==> config.mk <==
export PLATFORM = sky130hd
export DESIGN_NAME = hnrs_cmp
export DESIGN_NICKNAME = d
export VERILOG_FILES = /design/src/rtl/hnrs_pkg.sv /design/src/rtl/hnrs_cmp.sv
export SDC_FILE = /design/constraint.sdc
export NUM_CORES = 2
export LEC_CHECK = 0
export BUFFER_PORTS_ARGS = -buffer_cell sky130_fd_sc_hd__clkbuf_2
export CAP_MARGIN = 20
export CORE_ASPECT_RATIO = 1.25
export CORE_UTILIZATION = 65
export DETAILED_ROUTE_END_ITERATION = 16
export PLACE_DENSITY = 0.91
export SLEW_MARGIN = 20
export SYNTH_ARGS = -nofsm -noshare
export SYNTH_HDL_FRONTEND = slang
export SYNTH_SLANG_ARGS = --single-unit
==> constraint.sdc <==
create_clock -name vclk -period 17.8
set_input_delay 3.56 -clock vclk [all_inputs]
set_output_delay 3.56 -clock vclk [all_outputs]
set_load 0.01 [all_outputs]
==> src/rtl/hnrs_pkg.sv <==
// ---------------------------------------------------------------------------
// hnrs_pkg: shared types and constants for the hex port selector
// Request and result structs, opcodes, angle classes and the lane candidate.
// ---------------------------------------------------------------------------
package hnrs_pkg;

  localparam int NUM_PORTS  = 6;
  localparam int COORD_BITS = 8;
  localparam int PACK_W     = NUM_PORTS * COORD_BITS;
  localparam int PORT_W     = 3;
  localparam int DIFF_W     = COORD_BITS + 1;
  localparam int MUL_W      = 2 * DIFF_W;
  localparam int DOT_W      = MUL_W + 1;
  localparam int XPROD_W    = 2 * DOT_W;

  // Opcodes
  localparam logic [1:0] OP_ANGLE = 2'd0;
  localparam logic [1:0] OP_CCW   = 2'd1;
  localparam logic [1:0] OP_CW    = 2'd2;

  // Angle classes, ordered from smallest to largest angle
  typedef enum logic [1:0] {
    CLS_LOW  = 2'd0,   // det < 0, angle in (0,180)
    CLS_HALF = 2'd1,   // det == 0, dot < 0, exactly 180
    CLS_HIGH = 2'd2,   // det > 0, angle in (180,360)
    CLS_FULL = 2'd3    // det == 0, dot >= 0, exactly 360
  } ang_cls_t;

  typedef struct packed {
    logic        [1:0]            opcode;
    logic        [NUM_PORTS-1:0]  connected_mask;
    logic        [PORT_W-1:0]     arrival_dir;
    logic signed [COORD_BITS-1:0] own_x;
    logic signed [COORD_BITS-1:0] own_y;
    logic signed [COORD_BITS-1:0] target_x;
    logic signed [COORD_BITS-1:0] target_y;
    logic        [PACK_W-1:0]     neighbour_xs;
    logic        [PACK_W-1:0]     neighbour_ys;
  } in_req_t;

  typedef struct packed {
    logic [PORT_W-1:0] chosen_port;
    logic              found;
  } out_res_t;

  // One lane's finding for a port
  typedef struct packed {
    logic                    has;
    logic [PORT_W-1:0]       idx;
    ang_cls_t                cls;
    logic signed [DOT_W-1:0] det;
    logic signed [DOT_W-1:0] dot;
  } cand_t;

  // Sideband that travels next to the lanes
  typedef struct packed {
    logic              found;
    logic              use_angle;
    logic [PORT_W-1:0] port;
  } side_t;

endpackage

==> src/rtl/hnrs_cmp.sv <==
// ---------------------------------------------------------------------------
// hnrs_cmp: merge node of the angle tournament
// Picks the candidate with the smaller angle; on a tie the lower port,
// which is always on the lo side, wins.
// ---------------------------------------------------------------------------
module hnrs_cmp (
  input  hnrs_pkg::cand_t lo,
  input  hnrs_pkg::cand_t hi,
  output hnrs_pkg::cand_t win
);
  import hnrs_pkg::*;

  logic signed [XPROD_W-1:0] prod_a, prod_b;
  logic                      same_open;
  logic                      take_hi;

  // Cross-multiplied compare: hi below lo when det_hi*dot_lo > dot_hi*det_lo
  assign prod_a = hi.det * lo.dot;
  assign prod_b = hi.dot * lo.det;

  assign same_open = (hi.cls == lo.cls) && ((hi.cls == CLS_LOW) || (hi.cls == CLS_HIGH));

  assign take_hi = hi.has &&
                   (!lo.has || (hi.cls < lo.cls) || (same_open && (prod_a > prod_b)));

  assign win = take_hi ? hi : lo;

endmodule

==> results.toml <==
[timing]
maxSlewViolCount = 0
setup_violations = 0
worst_slew_pin_slew_ns = 0.6840
fmaxAchievable_mhz = 61.22
rsz0062_at_grt = "no"
fin_ws_ns = 1.465
hold_viol = 0
maxSlewHeadroom_pct = 54.40
fin_setup_tns_ns = 0
period_share_pct = 91.77
post-route-min-period_ns = 16.34

[flow_run]
cap_violations = 0

[layout]
nNetsFinal = 4207
diodes = 0
nClkBuffers = 0
nFlopsAndLatches = 0
area_growth_pct = 2.582
seq_area_um2 = 0
fill_cells = 3124
drive_above_1_share_pct = 6.071
stdcell_count = 3678

[critical_path]
cp_max_fo = 27
crit_top_cell = "fa_1"
max_stage_delay_ns = 0.71
critPathArrivalTime_ns = 12.78
cp.required_ns = 14.24
cp.buffers_inverters = 6
cp_slowest_cell = "fa_1"
path_class = "input pin to output port"
endpoint_kind = "output port"
critPathLaunchType = "input pin"
path_delay_family = "adder cells"

[synthesis]
syn_avg_cell_area_um2 = 9.179
syn_inst = 3142
synth_warnings = 0
netlist_area_um2 = 28840
synth.distinct_cells = 64
synth_nets = 4234
ys_seq_area_share_pct = 0

[global_routing]
grt_overflow_total = 0
antenna_found_initial = 0
grt_max_degree = 28
grt_first_pass_wirelength_mm = 119.1
grt_pass1_vias = 25000
track_usage_pct = 33.38

[die]
die_h_um = 237.5
dieArea_um2 = 45220
ios = 132
die_w_um = 190.4
design.core.area_um2 = 43390
rows = 85
start_util_pct = 66.46

[routing]
routed_wl_mm = 71.31
vias_per_cell = 5.895
wl_per_cell_um = 19.39
dr.pass1.iters = 7
drc = 0
drtIter0Drc = 1390
via_count = 21680
final_antenna_net_count = 0

[clock_tree]
cts_resized = 0
cts_hold_buf = 0
cts_setup_buffers = 0

[status]
status = "finished, final reports clean"

[place]
port_buffers = 132
place_ws_ns = 1.525
gp_congestion = 0.9605
dp.cells = 3678
dp_hpwl_mm = 59.02

[hold_path]
min_path_type = "input pin to output port"
-- stage by stage --
stage	util [%]	instance area (um^2)	hold slack, ns
6_report	68.18	29580	7.429
4_1_cts	68.18	29580	7.423
5_1_grt	68.18	29580	7.438
2_1_floorplan	-	28840	7.224
3_3_place_gp	68.18	29580	7.414
3_5_place_dp	68.18	29580	7.419
-- area by class of cell --
cell class | instances | area, um^2 | share of cell area [%]
inverters | 749 | 2811 | 9.503
well taps | 565 | 706.9 | 2.390
multi-input cells | 2229 | 25380 | 85.80
repair buffers | 135 | 683.2 | 2.309
-- final timing paths --
path,startpoint,to,slack [ns],cells after the start
max,lo[20],win[1],1.46,29
min,lo[43],win[43],7.43,3
-- layer usage --
metal	global-route usage [%]	routed length [um]	up-vias
met1	36.61	23380	10990
li1	-	-	9191
met3	4.223	5300	388
met2	60.72	37600	1112
met5	0	0	-
met4	20.73	5031	0
-- placed cells by master, fill, tap and decap left out, types with 5 or more instances in the layout --
cell type  instances
a31oi_1            6
inv_1            749
nor2_1            58
nand4_1            8
clkbuf_2         132
xor2_1            22
o21bai_1           7
and2_1           364
mux2_4            40
o211ai_1          12
fa_1             738
and3_1             9
o21ai_0           37
ha_1             266
nand2_1          364
xnor2_1           48
a21o_1            36
nor3_1            12
nand2b_1          26
nand3_1           16
a21oi_1           58
nor2b_1           11
a211oi_1           5
o21a_1            10
-- tightest hold or removal path, stage by stage --
cell	delay, ns
clkbuf_2	0.09
or2_2	0.10
clkbuf_2	0.12
-- synthesized netlist by cell type (11+ instances only) --
cell	number	area share, %
o211ai_1	12	0.31
o21ai_0	37	0.64
clkbuf_1	160	2.1
nand2b_1	26	0.56
ha_1	266	12
and2_1	364	7.9
xor2_1	22	0.67
xnor2_1	48	1.5
nor3_1	12	0.21
a21oi_1	58	1.0
a21o_1	36	0.94
nand2_1	364	4.7
inv_1	749	9.7
mux2_4	40	2.1
nor2b_1	11	0.24
nand3_1	16	0.28
nor2_1	58	0.75
fa_1	738	51
-- cell families (layout without fill, tap and decap cells) --
| family | Yosys count | in the layout | share of synthesized area (%) |
|---|---|---|---|
| adders and majority gates | 1004 | 1004 | 62.77 |
| buffers and inverters | 913 | 884 | 11.99 |
| and+or+nand+nor | 889 | 889 | 15.61 |
| AOI/OAI and AO/OA | 221 | 221 | 5.232 |
| xor gates and xnor gates | 70 | 70 | 2.126 |
| muxes | 45 | 45 | 2.269 |
Power is left out: the tool's default activity adds up to more than one toggle a clock period on the data nets, which glitch-free logic cannot reach.
