### src/rtl/hnrs_pkg.sv
// ---------------------------------------------------------------------------
// hnrs_pkg: shared types and constants for the hex port selector
// Request and result structs, opcodes, angle classes and the lane candidate.
// ---------------------------------------------------------------------------
package hnrs_pkg;

  localparam int NUM_PORTS  = 6;
  localparam int COORD_BITS = 8;
  localparam int PACK_W     = NUM_PORTS * COORD_BITS;
  localparam int PORT_W     = 3;
  localparam int DIFF_W     = COORD_BITS + 1;
  localparam int MUL_W      = 2 * DIFF_W;
  localparam int DOT_W      = MUL_W + 1;
  localparam int XPROD_W    = 2 * DOT_W;

  // Opcodes
  localparam logic [1:0] OP_ANGLE = 2'd0;
  localparam logic [1:0] OP_CCW   = 2'd1;
  localparam logic [1:0] OP_CW    = 2'd2;

  // Angle classes, ordered from smallest to largest angle
  typedef enum logic [1:0] {
    CLS_LOW  = 2'd0,   // det < 0, angle in (0,180)
    CLS_HALF = 2'd1,   // det == 0, dot < 0, exactly 180
    CLS_HIGH = 2'd2,   // det > 0, angle in (180,360)
    CLS_FULL = 2'd3    // det == 0, dot >= 0, exactly 360
  } ang_cls_t;

  typedef struct packed {
    logic        [1:0]            opcode;
    logic        [NUM_PORTS-1:0]  connected_mask;
    logic        [PORT_W-1:0]     arrival_dir;
    logic signed [COORD_BITS-1:0] own_x;
    logic signed [COORD_BITS-1:0] own_y;
    logic signed [COORD_BITS-1:0] target_x;
    logic signed [COORD_BITS-1:0] target_y;
    logic        [PACK_W-1:0]     neighbour_xs;
    logic        [PACK_W-1:0]     neighbour_ys;
  } in_req_t;

  typedef struct packed {
    logic [PORT_W-1:0] chosen_port;
    logic              found;
  } out_res_t;

  // One lane's finding for a port
  typedef struct packed {
    logic                    has;
    logic [PORT_W-1:0]       idx;
    ang_cls_t                cls;
    logic signed [DOT_W-1:0] det;
    logic signed [DOT_W-1:0] dot;
  } cand_t;

  // Sideband that travels next to the lanes
  typedef struct packed {
    logic              found;
    logic              use_angle;
    logic [PORT_W-1:0] port;
  } side_t;

endpackage

### src/rtl/hnrs_lane.sv
// ---------------------------------------------------------------------------
// hnrs_lane: per-port dot/cross product lane
// Forms the neighbour and target vectors around the own position, computes
// dot and det, classifies the angle and registers the candidate.
// ---------------------------------------------------------------------------
module hnrs_lane (
  input  logic                                clk,
  input  logic                                en,
  input  logic                                conn,
  input  logic [hnrs_pkg::PORT_W-1:0]         idx,
  input  logic signed [hnrs_pkg::COORD_BITS-1:0] own_x,
  input  logic signed [hnrs_pkg::COORD_BITS-1:0] own_y,
  input  logic signed [hnrs_pkg::COORD_BITS-1:0] target_x,
  input  logic signed [hnrs_pkg::COORD_BITS-1:0] target_y,
  input  logic signed [hnrs_pkg::COORD_BITS-1:0] nb_x,
  input  logic signed [hnrs_pkg::COORD_BITS-1:0] nb_y,
  output hnrs_pkg::cand_t                     cand_r
);
  import hnrs_pkg::*;

  logic signed [DIFF_W-1:0] vx1, vy1, vx2, vy2;
  logic signed [MUL_W-1:0]  pxx, pyy, pxy, pyx;
  logic signed [DOT_W-1:0]  dot_c, det_c;
  cand_t                    cand_nxt;

  // Vectors and products
  assign vx1 = DIFF_W'(nb_x) - DIFF_W'(own_x);
  assign vy1 = DIFF_W'(nb_y) - DIFF_W'(own_y);
  assign vx2 = DIFF_W'(target_x) - DIFF_W'(own_x);
  assign vy2 = DIFF_W'(target_y) - DIFF_W'(own_y);
  assign pxx = vx1 * vx2;
  assign pyy = vy1 * vy2;
  assign pxy = vx1 * vy2;
  assign pyx = vy1 * vx2;
  assign dot_c = DOT_W'(pxx) + DOT_W'(pyy);
  assign det_c = DOT_W'(pxy) - DOT_W'(pyx);

  // Classify the angle and build the candidate
  always_comb begin
    cand_nxt.has = conn;
    cand_nxt.idx = idx;
    cand_nxt.det = det_c;
    cand_nxt.dot = dot_c;
    priority if (det_c < 0) begin
      cand_nxt.cls = CLS_LOW;
    end else if (det_c > 0) begin
      cand_nxt.cls = CLS_HIGH;
    end else if (dot_c < 0) begin
      cand_nxt.cls = CLS_HALF;
    end else begin
      cand_nxt.cls = CLS_FULL;
    end
  end

  // Hold the candidate until the stage advances
  always_ff @(posedge clk) begin
    if (en) begin
      cand_r <= cand_nxt;
    end
  end

endmodule

### config.mk
export PLATFORM = sky130hd
export DESIGN_NAME = hnrs_lane
export DESIGN_NICKNAME = d
export VERILOG_FILES = /design/src/rtl/hnrs_pkg.sv /design/src/rtl/hnrs_lane.sv
export SDC_FILE = /design/constraint.sdc
export NUM_CORES = 1
export LEC_CHECK = 0
export BUFFER_PORTS_ARGS = -buffer_cell sky130_fd_sc_hd__clkbuf_2
export CAP_MARGIN = 40
export CORE_MARGIN = 4
export CORE_UTILIZATION = 30
export CTS_CLUSTER_SIZE = 8
export DETAILED_ROUTE_END_ITERATION = 10
export GPL_TIMING_DRIVEN = 0
export PLACE_DENSITY_LB_ADDON = 0.08
export SLEW_MARGIN = 20
export SYNTH_ARGS = -nofsm -noshare
export SYNTH_HDL_FRONTEND = slang
export SYNTH_SLANG_ARGS = --single-unit
### constraint.sdc
create_clock -name clk -period 8.65 [get_ports clk]
set_input_delay 1.2975 -clock clk [delete_from_list [all_inputs] [get_ports clk]]
set_output_delay 1.2975 -clock clk [all_outputs]
set_load 0.02 [all_outputs]
==> flow_summary_export.csv <==
group,metric,value,unit
run_status,status,"complete, but fails checks",
run_status,violations,"setup timing",
die,io_pins,98,
timing,slew_violations,0,
critical_path,critical_path_peak_fanout,6,
min_path,holdCritPathClass,"in2reg",
synth,synthXorXnorAreaFrac,0.0420,
clocking,clk_pin_slew,0.07,ns
timing,finalHoldViolCount,0,
grt,globalRouteOverflowTotal,0,
detailed_routing,routed_wl,51.6,mm
die,initial_core_util,0.306,
critical_path,slowest_stage,"fa_1",
clocking,cts.sinks,44,
die,placementRows,83,
cells_and_area,regMostFlops,"cand_r",
detailed_routing,post-route-drc-count,0,
timing,worst_pin_slew,0.935,ns
clocking,htree_levels,2,
placement,place_hpwl,42.3,mm
synth,synth.avg_cell_area,9.65,um^2
critical_path,worstSetupStartpointType,"primary input",
cells_and_area,area_delta_synth_final,20.8,%
grt,top_usage_layer,"met2",
clocking,cts_tree,"done",
grt,grt_pass1_vias,12500,
timing,whs,1.16,ns
clocking,cts_buffers,5,
timing,setup_ws,-0.389,ns
critical_path,critPathMaxStageDelay,0.55,ns
grt,met3_usage,0.0281,
cells_and_area,fin_cells,2512,
grt,grt_max_degree,45,
cells_and_area,diodes,0,
grt,grt_use_total,0.184,
grt,use_met2,0.310,
synth,synthTopCellsByCount,"388 x inv_1, 356 x fa_1, 187 x ha_1, 149 x nor2_1, 117 x nand2_1",
die,die_area,56500,um^2
synth,synthCells,1640,
placement,portBuffers,97,
job,cap_violations,0,
grt,grt.met1_usage,0.252,
synth,yosys_warnings,0,
detailed_routing,vias,11700,
critical_path,setup.worst_path.start,"nb_x[0]",
clocking,cts_root_buf,"clkbuf_16",
detailed_routing,dr.first_iter.drc_count,550,
detailed_routing,first_pass_iters,5,
cells_and_area,largest_register_ffs,44,
clocking,cts.path.max_buffers,2,
die,fp.dieW,238,um
timing,clock.fmax,0.111,GHz
placement,gp_congestion,0.871,
synth,synth_top_area_share,0.450,
synth,synth_fa_ha_area_frac,0.598,
critical_path,crit_top_cell,"fa_1",
die,dieHeight,238,um
synth,synth_top_family_by_area,"adder cells",
timing,rsz0062_at_grt,"true",
synth,synth_area,15800,um^2
grt,grt_pass1_wl,77.7,mm
synth,synth_ff_type,"edfxtp_1",
critical_path,worstPathRequired,8.70,ns
synth,synth.largest_area_cell,"fa_1",
min_path,min-delay-start,"idx[2]",
synth,synthSimpleGateAreaFrac,0.121,
die,core_area,51800,um^2
timing,max-slew-margin-rel,0.374,
detailed_routing,vias_per_cell,4.67,
synth,synth.distinct_cells,54,
timing,period_needed,9.04,ns
synth,synth_nets,2237,
timing,post-route-period-util,1.05,
synth,ys_seq_elements,44,
cells_and_area,drive_gt1_frac,0.209,
synth,yosys.cell_count.top_type,"inv_1",
synth,synth_compound_area_frac,0.0513,
synth,synth_edf_count,44,
synth,synth.area.mux_share,0.00126,
critical_path,crit_arrival,9.09,ns
grt,antenna_found_initial,0,
clocking,cts-hold-fix-buffers,0,
critical_path,end_kind,"flip-flop",
detailed_routing,antenna_left,0,
synth,ys_seq_area_frac,0.0834,
cells_and_area,nets,2428,
synth,synth_area_leaders,"fa_1 45%, ha_1 15%, inv_1 9.2%, edfxtp_1 8.3%, xnor2_1 3.5%",
synth,async_flop_share,0,
critical_path,setup.worst_path.class,"in2reg",
detailed_routing,routedWlPerCell,20.5,um
cells_and_area,largest_registers,"cand_r (44)",
placement,dpl.cell_count,2433,
timing,finalSetupViolations,2,
-- worst max-delay path: cells and delay by family --
| family | cells | cell delay (ns) |
|---|---|---|
| fa+ha+maj | 10 | 4.14 |
| compound gates | 8 | 1.51 |
| simple gates | 4 | 0.93 |
| buf+inv | 8 | 0.81 |
| xor+xnor | 2 | 0.37 |
-- cells by family after synthesis --
kind of cell	after synthesis
DFF	44
muxes	2
and+or+nand+nor	419
AOI/OAI and AO/OA	125
xor gates and xnor gates	76
buffers and inverters	431
adders and majority gates	543
-- metal layers --
metal	vias to the layer above	wire length, um
li1	5377	-
met5	-	0
met3	47	2900
met1	6010	22000
met4	0	1430
met2	292	25300
-- cells in the final DEF (no fill, tap or decap), types with 6 or more instances in the layout --
| cell type | Yosys | layout |
|---|---|---|
| ha_1 | 187 | 172 |
| edfxtp_1 | 44 | 44 |
| clkbuf_16 | 0 | 6 |
| inv_1 | 388 | 373 |
| clkbuf_2 | 0 | 100 |
| xor2_1 | 12 | 7 |
| buf_6 | 0 | 16 |
| nand3_1 | 25 | 25 |
| nor2_1 | 149 | 142 |
| buf_4 | 0 | 84 |
| or3_1 | 11 | 7 |
| o21ai_1 | 9 | 6 |
| fa_2 | 0 | 12 |
| fa_1 | 356 | 344 |
| o21bai_1 | 7 | 6 |
| ha_4 | 0 | 12 |
| nor2b_1 | 9 | 6 |
| nand2b_1 | 30 | 29 |
| xnor2_1 | 64 | 45 |
| o21ai_0 | 23 | 9 |
| a21o_1 | 14 | 14 |
| a21oi_2 | 2 | 9 |
| inv_2 | 0 | 10 |
| clkbuf_1 | 35 | 11 |
| clkbuf_8 | 0 | 6 |
| or2_2 | 10 | 7 |
| nand2_1 | 117 | 114 |
| nor3_1 | 34 | 30 |
| xnor2_2 | 0 | 15 |
| and2_1 | 12 | 11 |
| o21ai_2 | 0 | 15 |
| a21oi_1 | 30 | 18 |
-- cell type report --
cell class | instances | area (um^2)
Buffer | 34 | 292
Clock buffer | 5 | 125
Clock inverter | 3 | 46.3
Fill cell | 5346 | 32700
Inverter | 389 | 1470
Multi-Input combinational cell | 1165 | 13800
Sequential cell | 44 | 1320
Tap cell | 680 | 851
Timing Repair Buffer | 192 | 1260
-- final timing paths --
path,to,slack (ns),cells after the start
worst max-delay path,cand_r[39],-0.39,32
worst min-delay path,cand_r[42],1.16,1
-- timing repair --
action | in CTS | in global routing
gates resized for setup | 178 | 53
setup buffers | 61 | 17
setup endpoints to repair | 22 | 12
pin swaps | 73 | 36
cloned | 0 | 0
-- per-stage QoR --
step | setup WS, ns | area, um^2 | TNS [ns] | utilization
final | -0.389 | 19100 | -0.736 | 0.369
after global placement | -2.39 | 17200 | -28.23 | 0.332
after global routing | -0.653 | 19100 | -1.89 | 0.369
after floorplan | 0.00617 | 15800 | 0 | -
after detailed placement | -2.26 | 17500 | -26.09 | 0.337
after CTS | -0.392 | 18800 | -0.766 | 0.363
Power is left out: the tool's default activity adds up to more than one toggle a clock period on the data nets, which glitch-free logic cannot reach.
